## src/rtl/bdhd_pkg.sv

```systemverilog
// Shared types and constants for the button debounce and hold detector.
// No dependencies; every other file of the block depends on this package.
package bdhd_pkg;

   // Default timestamp width in bits.
   localparam int TIME_BITS_DEFAULT = 32;

   // Widths of the configuration fields.
   localparam int HOLD_BITS     = 26;
   localparam int DEBOUNCE_BITS = 20;

   // Configuration port geometry.
   localparam int CSR_INDEX_BITS = 2;
   localparam int CSR_DATA_BITS  = 32;

   // Register indexes on the configuration port.
   localparam logic [CSR_INDEX_BITS-1:0] CSR_ACTIVE_LEVEL   = 2'd0;
   localparam logic [CSR_INDEX_BITS-1:0] CSR_HOLD_THRESHOLD = 2'd1;
   localparam logic [CSR_INDEX_BITS-1:0] CSR_DEBOUNCE       = 2'd2;

   // Reset values of the configuration registers.
   localparam logic                     ACTIVE_RESET   = 1'b0;
   localparam logic [HOLD_BITS-1:0]     HOLD_RESET     = 26'd1000000;
   localparam logic [DEBOUNCE_BITS-1:0] DEBOUNCE_RESET = 20'd5000;

   // Item kinds carried in the mode field.
   localparam logic MODE_EDGE = 1'b0;
   localparam logic MODE_POLL = 1'b1;

   // Current configuration, from the register block to the core.
   typedef struct packed {
      logic                     active_level;
      logic [HOLD_BITS-1:0]     hold_threshold_us;
      logic [DEBOUNCE_BITS-1:0] debounce_us;
   } cfg_type;

   // Result flags of one item.
   typedef struct packed {
      logic press_event;
      logic release_event;
      logic hold_event;
      logic is_pressed;
   } evt_type;

endpackage

```

## src/rtl/bdhd_if.sv

```systemverilog
// Channel interfaces of the button debounce and hold detector.
// Depends on bdhd_pkg for widths.

// Input items: edge reports and poll ticks.
interface bdhd_req_if #(
   parameter int TIME_BITS = bdhd_pkg::TIME_BITS_DEFAULT
);
   logic                 valid;
   logic                 ready;
   logic                 mode;
   logic [TIME_BITS-1:0] now_us;
   logic                 pin_level;

   modport source (output valid, output mode, output now_us, output pin_level, input ready);
   modport sink   (input valid, input mode, input now_us, input pin_level, output ready);
endinterface

// Result items.
interface bdhd_rsp_if;
   logic valid;
   logic ready;
   logic press_event;
   logic release_event;
   logic hold_event;
   logic is_pressed;

   modport source (output valid, output press_event, output release_event,
                   output hold_event, output is_pressed, input ready);
   modport sink   (input valid, input press_event, input release_event,
                   input hold_event, input is_pressed, output ready);
endinterface

// Configuration register writes.
interface bdhd_csr_if;
   logic                                valid;
   logic                                ready;
   logic [bdhd_pkg::CSR_INDEX_BITS-1:0] reg_index;
   logic [bdhd_pkg::CSR_DATA_BITS-1:0]  wdata;

   modport source (output valid, output reg_index, output wdata, input ready);
   modport sink   (input valid, input reg_index, input wdata, output ready);
endinterface

```

## src/rtl/bdhd_csr.sv

```systemverilog
// Configuration registers of the button debounce and hold detector.
// Depends on bdhd_pkg and the bdhd_csr_if interface.
module bdhd_csr (
   input  logic              clock,
   input  logic              reset,
   bdhd_csr_if.sink          csr_chan,
   output bdhd_pkg::cfg_type cfg
);
   import bdhd_pkg::*;

   cfg_type cfg_ff;
   cfg_type cfg_in;
   logic    write_en;

   // Writes are always taken.
   assign csr_chan.ready = 1'b1;
   assign write_en       = csr_chan.valid;

   // Register decode; writes to an unlisted index are dropped.
   always_comb begin
      cfg_in = cfg_ff;
      if (write_en) begin
         unique case (csr_chan.reg_index)
            CSR_ACTIVE_LEVEL: begin
               cfg_in.active_level = csr_chan.wdata[0];
            end
            CSR_HOLD_THRESHOLD: begin
               cfg_in.hold_threshold_us = csr_chan.wdata[HOLD_BITS-1:0];
            end
            CSR_DEBOUNCE: begin
               cfg_in.debounce_us = csr_chan.wdata[DEBOUNCE_BITS-1:0];
            end
            default: begin
               cfg_in = cfg_ff;
            end
         endcase
      end
   end

   always_ff @(posedge clock) begin
      if (reset) begin
         cfg_ff.active_level      <= ACTIVE_RESET;
         cfg_ff.hold_threshold_us <= HOLD_RESET;
         cfg_ff.debounce_us       <= DEBOUNCE_RESET;
      end else begin
         cfg_ff <= cfg_in;
      end
   end

   assign cfg = cfg_ff;

endmodule

```

## src/rtl/bdhd_core.sv

```systemverilog
// Debounce and hold state with the single-pass next-state logic for one item.
// Depends on bdhd_pkg.
module bdhd_core #(
   parameter int TIME_BITS = bdhd_pkg::TIME_BITS_DEFAULT
) (
   input  logic                 clock,
   input  logic                 reset,
   input  logic                 step,
   input  logic                 mode,
   input  logic [TIME_BITS-1:0] now_us,
   input  logic                 pin_level,
   input  bdhd_pkg::cfg_type    cfg,
   output bdhd_pkg::evt_type    evt
);
   import bdhd_pkg::*;

   localparam int SUM_BITS = (TIME_BITS > DEBOUNCE_BITS) ? TIME_BITS : DEBOUNCE_BITS;
   localparam int CMP_BITS = (TIME_BITS > HOLD_BITS) ? TIME_BITS : HOLD_BITS;

   logic                 pressed_state_ff, pressed_state_in;
   logic                 hold_armed_ff, hold_armed_in;
   logic                 release_suppress_ff, release_suppress_in;
   logic [TIME_BITS-1:0] press_time_ff, press_time_in;
   logic                 edge_pending_ff, edge_pending_in;
   logic                 pending_level_ff, pending_level_in;
   logic [TIME_BITS-1:0] apply_deadline_ff, apply_deadline_in;

   logic                 level_active;
   logic [SUM_BITS-1:0]  deadline_sum;
   logic [TIME_BITS-1:0] deadline_diff;
   logic                 deadline_due;
   logic [TIME_BITS-1:0] hold_elapsed;

   // Pin level in pressed terms, and the new deadline for an edge.
   assign level_active  = (pin_level == cfg.active_level);
   assign deadline_sum  = SUM_BITS'(now_us) + SUM_BITS'(cfg.debounce_us);
   assign deadline_diff = now_us - apply_deadline_ff;
   assign deadline_due  = edge_pending_ff && !deadline_diff[TIME_BITS-1];

   // Edge capture, then confirmation, then hold detection for a poll.
   always_comb begin
      pressed_state_in    = pressed_state_ff;
      hold_armed_in       = hold_armed_ff;
      release_suppress_in = release_suppress_ff;
      press_time_in       = press_time_ff;
      edge_pending_in     = edge_pending_ff;
      pending_level_in    = pending_level_ff;
      apply_deadline_in   = apply_deadline_ff;
      hold_elapsed        = '0;
      evt                 = '0;

      if (mode == MODE_EDGE) begin
         pending_level_in  = level_active;
         apply_deadline_in = deadline_sum[TIME_BITS-1:0];
         edge_pending_in   = 1'b1;
      end else begin
         // Confirm the pending level once its deadline has passed.
         if (deadline_due) begin
            if (level_active == pending_level_ff) begin
               if (level_active && !pressed_state_ff) begin
                  pressed_state_in    = 1'b1;
                  evt.press_event     = 1'b1;
                  hold_armed_in       = 1'b0;
                  release_suppress_in = 1'b0;
                  press_time_in       = now_us;
               end else if (!level_active && pressed_state_ff) begin
                  pressed_state_in = 1'b0;
                  hold_armed_in    = 1'b0;
                  if (release_suppress_ff) begin
                     release_suppress_in = 1'b0;
                  end else begin
                     evt.release_event = 1'b1;
                  end
               end
            end
            edge_pending_in = 1'b0;
         end

         // Fire hold once per press after the threshold.
         hold_elapsed = now_us - press_time_in;
         if (pressed_state_in && !hold_armed_in) begin
            if (CMP_BITS'(hold_elapsed) >= CMP_BITS'(cfg.hold_threshold_us)) begin
               evt.hold_event      = 1'b1;
               hold_armed_in       = 1'b1;
               release_suppress_in = 1'b1;
            end
         end
      end

      evt.is_pressed = pressed_state_in;
   end

   always_ff @(posedge clock) begin
      if (reset) begin
         pressed_state_ff    <= 1'b0;
         hold_armed_ff       <= 1'b0;
         release_suppress_ff <= 1'b0;
         press_time_ff       <= '0;
         edge_pending_ff     <= 1'b0;
         pending_level_ff    <= 1'b0;
         apply_deadline_ff   <= '0;
      end else if (step) begin
         pressed_state_ff    <= pressed_state_in;
         hold_armed_ff       <= hold_armed_in;
         release_suppress_ff <= release_suppress_in;
         press_time_ff       <= press_time_in;
         edge_pending_ff     <= edge_pending_in;
         pending_level_ff    <= pending_level_in;
         apply_deadline_ff   <= apply_deadline_in;
      end
   end

`ifndef SYNTHESIS
   // A hold can only be armed while the button is held down.
   a_hold_needs_press: assert property (@(posedge clock) disable iff (reset)
      hold_armed_ff |-> pressed_state_ff)
      else $error("hold armed while released");

   // Release suppression is set and cleared together with the hold flag.
   a_suppress_tracks_hold: assert property (@(posedge clock) disable iff (reset)
      release_suppress_ff == hold_armed_ff)
      else $error("release suppression out of step with hold");

   // An edge transaction never changes the debounced state.
   a_edge_keeps_state: assert property (@(posedge clock) disable iff (reset)
      step && (mode == MODE_EDGE) |=> $stable(pressed_state_ff))
      else $error("edge item changed the debounced state");

   // A confirmed press leaves the button pressed.
   a_press_sets_state: assert property (@(posedge clock) disable iff (reset)
      step && evt.press_event |=> pressed_state_ff)
      else $error("press event without pressed state");
`endif

endmodule

```

## src/rtl/button_debounce_hold_detector.sv

```systemverilog
// Button debouncer with press, release and long-press detection. It accepts one
// transaction per clock cycle while results are taken, and returns one result
// for each: the transaction is held in the input register, then makes a single
// pass through the core logic into the result register. When the result is not
// taken, one more transaction is held in the input register before the request
// side stalls. Configuration writes are taken in every cycle; they must only be
// issued while no transaction is in flight.
module button_debounce_hold_detector #(
   parameter int TIME_BITS = bdhd_pkg::TIME_BITS_DEFAULT
) (
   input  logic        clock,
   input  logic        reset,
   bdhd_req_if.sink    req_chan,
   bdhd_rsp_if.source  rsp_chan,
   bdhd_csr_if.sink    csr_chan
);
   import bdhd_pkg::*;

   cfg_type              cfg;
   evt_type              core_evt;

   logic                 s1_valid_ff, s1_valid_in;
   logic                 s1_mode_ff;
   logic [TIME_BITS-1:0] s1_now_ff;
   logic                 s1_pin_ff;
   logic                 out_valid_ff, out_valid_in;
   evt_type              out_evt_ff;

   logic                 advance;
   logic                 req_accept;
   logic                 step;

   // Pipeline flow control.
   assign advance        = !out_valid_ff || rsp_chan.ready;
   assign req_chan.ready = !s1_valid_ff || advance;
   assign req_accept     = req_chan.valid && req_chan.ready;
   assign step           = advance && s1_valid_ff;

   assign s1_valid_in  = req_accept ? 1'b1 : (advance ? 1'b0 : s1_valid_ff);
   assign out_valid_in = advance ? s1_valid_ff : out_valid_ff;

   // Configuration registers.
   bdhd_csr u_csr (
      .clock    (clock),
      .reset    (reset),
      .csr_chan (csr_chan),
      .cfg      (cfg)
   );

   // Debounce and hold state.
   bdhd_core #(
      .TIME_BITS (TIME_BITS)
   ) u_core (
      .clock     (clock),
      .reset     (reset),
      .step      (step),
      .mode      (s1_mode_ff),
      .now_us    (s1_now_ff),
      .pin_level (s1_pin_ff),
      .cfg       (cfg),
      .evt       (core_evt)
   );

   // Input and result registers.
   always_ff @(posedge clock) begin
      if (reset) begin
         s1_valid_ff  <= 1'b0;
         out_valid_ff <= 1'b0;
      end else begin
         s1_valid_ff  <= s1_valid_in;
         out_valid_ff <= out_valid_in;
      end
      if (req_accept) begin
         s1_mode_ff <= req_chan.mode;
         s1_now_ff  <= req_chan.now_us;
         s1_pin_ff  <= req_chan.pin_level;
      end
      if (step) begin
         out_evt_ff <= core_evt;
      end
   end

   assign rsp_chan.valid         = out_valid_ff;
   assign rsp_chan.press_event   = out_evt_ff.press_event;
   assign rsp_chan.release_event = out_evt_ff.release_event;
   assign rsp_chan.hold_event    = out_evt_ff.hold_event;
   assign rsp_chan.is_pressed    = out_evt_ff.is_pressed;

`ifndef SYNTHESIS
   // With both stages full and the result not taken, no new transaction enters.
   a_full_stalls_req: assert property (@(posedge clock) disable iff (reset)
      s1_valid_ff && out_valid_ff && !rsp_chan.ready |-> !req_chan.ready)
      else $error("request accepted into a full pipeline");

   // A waiting input item moves into the result register when it frees up.
   a_item_moves_on: assert property (@(posedge clock) disable iff (reset)
      s1_valid_ff && advance |=> out_valid_ff)
      else $error("item lost between stages");

   // A result that is not taken stays valid and unchanged.
   a_rsp_held: assert property (@(posedge clock) disable iff (reset)
      rsp_chan.valid && !rsp_chan.ready |=> rsp_chan.valid && $stable(out_evt_ff))
      else $error("waiting result changed before it was taken");
`endif

endmodule
```

## src/flat_wrapper.sv

```systemverilog
// flat-port wrapper written by rule: the top's interface ports become plain ports
module button_debounce_hold_detector_flat import bdhd_pkg::*;
#(
   parameter int TIME_BITS = bdhd_pkg::TIME_BITS_DEFAULT
)
  (clock, reset, req_chan_valid, req_chan_mode, req_chan_now_us, req_chan_pin_level, req_chan_ready, rsp_chan_valid, rsp_chan_press_event, rsp_chan_release_event, rsp_chan_hold_event, rsp_chan_is_pressed, rsp_chan_ready, csr_chan_valid, csr_chan_reg_index, csr_chan_wdata, csr_chan_ready);
  bdhd_req_if #(.TIME_BITS(TIME_BITS)) req_chan_i ();
  bdhd_rsp_if rsp_chan_i ();
  bdhd_csr_if csr_chan_i ();
  input  logic clock;
  input  logic reset;
  input wire logic [$bits(req_chan_i.valid)-1:0] req_chan_valid;
  input wire logic [$bits(req_chan_i.mode)-1:0] req_chan_mode;
  input wire logic [$bits(req_chan_i.now_us)-1:0] req_chan_now_us;
  input wire logic [$bits(req_chan_i.pin_level)-1:0] req_chan_pin_level;
  output wire logic [$bits(req_chan_i.ready)-1:0] req_chan_ready;
  output wire logic [$bits(rsp_chan_i.valid)-1:0] rsp_chan_valid;
  output wire logic [$bits(rsp_chan_i.press_event)-1:0] rsp_chan_press_event;
  output wire logic [$bits(rsp_chan_i.release_event)-1:0] rsp_chan_release_event;
  output wire logic [$bits(rsp_chan_i.hold_event)-1:0] rsp_chan_hold_event;
  output wire logic [$bits(rsp_chan_i.is_pressed)-1:0] rsp_chan_is_pressed;
  input wire logic [$bits(rsp_chan_i.ready)-1:0] rsp_chan_ready;
  input wire logic [$bits(csr_chan_i.valid)-1:0] csr_chan_valid;
  input wire logic [$bits(csr_chan_i.reg_index)-1:0] csr_chan_reg_index;
  input wire logic [$bits(csr_chan_i.wdata)-1:0] csr_chan_wdata;
  output wire logic [$bits(csr_chan_i.ready)-1:0] csr_chan_ready;
  assign req_chan_i.valid = req_chan_valid;
  assign req_chan_i.mode = req_chan_mode;
  assign req_chan_i.now_us = req_chan_now_us;
  assign req_chan_i.pin_level = req_chan_pin_level;
  assign req_chan_ready = req_chan_i.ready;
  assign rsp_chan_valid = rsp_chan_i.valid;
  assign rsp_chan_press_event = rsp_chan_i.press_event;
  assign rsp_chan_release_event = rsp_chan_i.release_event;
  assign rsp_chan_hold_event = rsp_chan_i.hold_event;
  assign rsp_chan_is_pressed = rsp_chan_i.is_pressed;
  assign rsp_chan_i.ready = rsp_chan_ready;
  assign csr_chan_i.valid = csr_chan_valid;
  assign csr_chan_i.reg_index = csr_chan_reg_index;
  assign csr_chan_i.wdata = csr_chan_wdata;
  assign csr_chan_ready = csr_chan_i.ready;
  button_debounce_hold_detector #(.TIME_BITS(TIME_BITS)) u_core (.clock(clock), .reset(reset), .req_chan(req_chan_i), .rsp_chan(rsp_chan_i), .csr_chan(csr_chan_i));
endmodule
```

## config.mk

```make
export PLATFORM = sky130hd
export DESIGN_NAME = button_debounce_hold_detector_flat
export DESIGN_NICKNAME = d
export VERILOG_FILES = /design/src/rtl/bdhd_pkg.sv /design/src/rtl/bdhd_if.sv /design/src/rtl/bdhd_csr.sv /design/src/rtl/bdhd_core.sv /design/src/rtl/button_debounce_hold_detector.sv /design/src/flat_wrapper.sv
export SDC_FILE = /design/constraint.sdc
export NUM_CORES = 1
export LEC_CHECK = 0
export ABC_CLOCK_PERIOD_IN_PS = 22400
export BUFFER_PORTS_ARGS = -buffer_cell sky130_fd_sc_hd__buf_2
export CORE_ASPECT_RATIO = 2
export CORE_MARGIN = 4
export CORE_UTILIZATION = 60
export CTS_CLUSTER_SIZE = 8
export DETAILED_ROUTE_END_ITERATION = 10
export PLACE_DENSITY_LB_ADDON = 0.25
export SLEW_MARGIN = 30
export SYNTH_ARGS = -nofsm -noshare
export SYNTH_HDL_FRONTEND = slang
export SYNTH_HIERARCHICAL = 1
export SYNTH_SLANG_ARGS = --single-unit
```

## constraint.sdc

```tcl
create_clock -name clock -period 22.4 [get_ports clock]
set_input_delay 3.36 -clock clock [delete_from_list [all_inputs] [get_ports clock]]
set_output_delay 3.36 -clock clock [all_outputs]
set_load 0.1 [all_outputs]
```

==> flow_summary.json <==
{
  "clk_pin_slew_ps": 60,
  "ir_drop_mv": 0.0503,
  "p_leak_nw": 4.49,
  "grt_pass1_wl_um": 43000,
  "dieArea_um2": 19500,
  "setup_viol": 0,
  "grt_max_degree": 104,
  "drt-pass1-iter-count": 4,
  "grt.total_usage_pct": 28.1,
  "overflow": 0,
  "hold_viol_final": 0,
  "setup_tns_ps": 0,
  "critPathLaunchType": "flip-flop",
  "via_per_inst": 5.98,
  "die_x_um": 101,
  "instances_no_fill": 1441,
  "cts-hold-fix-buffers": 0,
  "drc": 0,
  "yosys-top-cells-area": "dfxtp_1 (23%), ha_1 (13%), edfxtp_1 (11%)",
  "dp_cells": 1409,
  "drv_slew": 0,
  "preCtsSetupSlack_ps": 13880,
  "synth_area_um2": 10400,
  "status": "complete, no violations",
  "cpMostUsedCell": "a21oi_1",
  "fin_area_um2": 11300,
  "crit_slowest_cell": "o21ai_0",
  "initial_core_util_pct": 61.4,
  "clockRootBuffer": "clkbuf_16",
  "holdWs_ps": 448,
  "cts_num_sinks": 156,
  "ctsResizeCount": 0,
  "cts_max_path_buffers": 2,
  "yosys_register_bits": 156,
  "async_reset_ff_share_pct": 0,
  "ys_types": 71,
  "post-synth-top-count-cell": "dfxtp_1",
  "synth_top_area_cell": "dfxtp_1",
  "drive_above_1_share_pct": 9.89,
  "netlist_top_cells_count": "dfxtp_1 (118), nor2_1 (115), ha_1 (107), a21oi_1 (90), nand2_1 (83)",
  "hp-class": "flip-flop to flip-flop",
  "postSynthCellCount": 1178,
  "crit_fanout": 36,
  "worst_r2r_path_depth": 30,
  "hold_depth": 2,
  "synth_top_area_share_pct": 22.8,
  "wl_per_cell_um": 18.4,
  "core.rowCount": 67,
  "rsz0062_at_grt": "false",
  "worstMarginPinSlew_ps": 865,
  "io_pins": 80,
  "drtIter0Drc": 414,
  "max-cap-violations": 0,
  "grt_pass1_vias": 8870,
  "synth-warning-count": 6,
  "die_h_um": 194,
  "synth_nets": 1360,
  "dp_hpwl_um": 20100,
  "nets": 1403,
  "fmax_ghz": 0.115,
  "htreeDepth": 4,
  "cts_tree": "done",
  "postRouteAntennaNets": 0,
  "wirelength_um": 26600,
  "worstSkewPairLatency_ps": 430,
  "relSlewSlack_pct": 41.6,
  "area_delta_synth_final_pct": 9.23,
  "cpPeakStageDelay_ps": 580,
  "period_share_pct": 38.8,
  "syn_area_per_cell_um2": 8.79,
  "path_class": "flip-flop to flip-flop",
  "cts_buffers": 17,
  "setup_ws_ps": 13700,
  "postCtsSetupRepairBufs": 0,
  "power_density_nw_per_um2": 66.4,
  "worstPathArrival_ps": 8860,
  "cp.required_ps": 22570,
  "globalplace.congestion": 0.996,
  "ys_seq_area_share_pct": 33.8,
  "synth_top_flop_cell": "dfxtp_1",
  "skew_ps": 8.56,
  "antennaDiodeCount": 0,
  "place_area_um2": 10800,
  "endpoint_kind": "flip-flop",
  "grt_antenna_before_repair": 0,
  "vias": 8616,
  "io_buffers": 72,
  "synth_edf_count": 38,
  "core_area_um2": 16800,
  "min_period_ps": 8700
}
==> cells in the final DEF, fill, tap and decap left out, drive strengths merged, types with 4 or more instances in the layout <==
master,count
o21bai,8
o211ai,7
nor4,4
and3,5
o21ai,41
nand2b,69
ha,107
a21boi,6
nand3,18
clkbuf,21
nor3,9
mux2i,80
nor2b,10
nand2,83
edfxtp,38
a21oi,94
a21o,36
and2,9
inv,81
nor2,115
xor2,24
dfxtp,118
a211oi,42
buf,77
or3,10
a31oi,10
a311oi,5
nand4,13
clkinv,7
a211o,6
xnor2,28
==> final timing paths <==
| check | slack (ps) | startpoint | endpoint |
|---|---|---|---|
| setup / recovery | 13700 | u_core/s1_now_ff[1] | u_core/rsp_chan.hold_event |
| hold / removal | 450 | u_core/u_core/apply_deadline_ff[0] | u_core/u_core/apply_deadline_ff[0] |
| setup reg to reg | 13700 | u_core/s1_now_ff[1] | u_core/rsp_chan.hold_event |
| hold reg to reg | 450 | u_core/u_core/apply_deadline_ff[0] | u_core/u_core/apply_deadline_ff[0] |
==> registers in the layout, indices dropped and copies added, names as in the netlist, 32 cells and up <==
signal                           count
u_core/u_csr/cfg                    47
u_core/s1_now_ff                    32
u_core/u_core/apply_deadline_ff     32
u_core/u_core/press_time_ff         32
==> per-stage QoR <==
stage	power (mW)	util, %
6_report	0.750	67.1
5_1_grt	0.787	67.1
4_1_cts	0.754	67.1
3_5_place_dp	0.482	63.9
3_3_place_gp	0.478	63.9
2_1_floorplan	0.437	-
==> report_power, final <==
group          switching (mW)  leakage, nW  total (mW)  internal, mW
Combinational          0.0973         2.89       0.165        0.0673
Clock                   0.116        0.265       0.271         0.155
Sequential             0.0128         1.33       0.315         0.302
Total                   0.226         4.49       0.750         0.524
==> logic make-up after synthesis <==
logic type / synth area share [%]
compound gates: 18.0
xor+xnor: 4.40
fa+ha+maj: 13.3
buf+inv: 5.46
flops: 33.8
mux: 7.84
other cells: 0.0362
simple gates: 17.1
==> worst max-delay path, delay by kind of cell, from the launching register on <==
family	cells	cell delay, ps
flip-flops	1	500
multiplexers	2	570
adder cells (fa/ha/maj)	3	940
buffers and inverters	1	540
AO/OA/AOI/OAI	18	4970
XOR/XNOR	1	180
AND/OR/NAND/NOR	5	700
==> layout make-up <==
class / count / area [um2]
multi-input combinational: 889 / 6300
fill: 1423 / 5540
sequential: 156 / 3500
clock buffer: 21 / 450
timing repair buffer: 77 / 400
inverter: 80 / 300
tap: 207 / 259
clock inverter: 11 / 95.1
==> per-layer routing <==
metal / share of wire, % / track usage, % / vias up
met5: 0 / 0 / -
met4: 9.5 / 23.8 / 0
met3: 3.1 / 4.68 / 107
met2: 53 / 50.4 / 200
met1: 34 / 26.6 / 4030
li1: - / - / 4279
(Power assumes the default switching activity.)
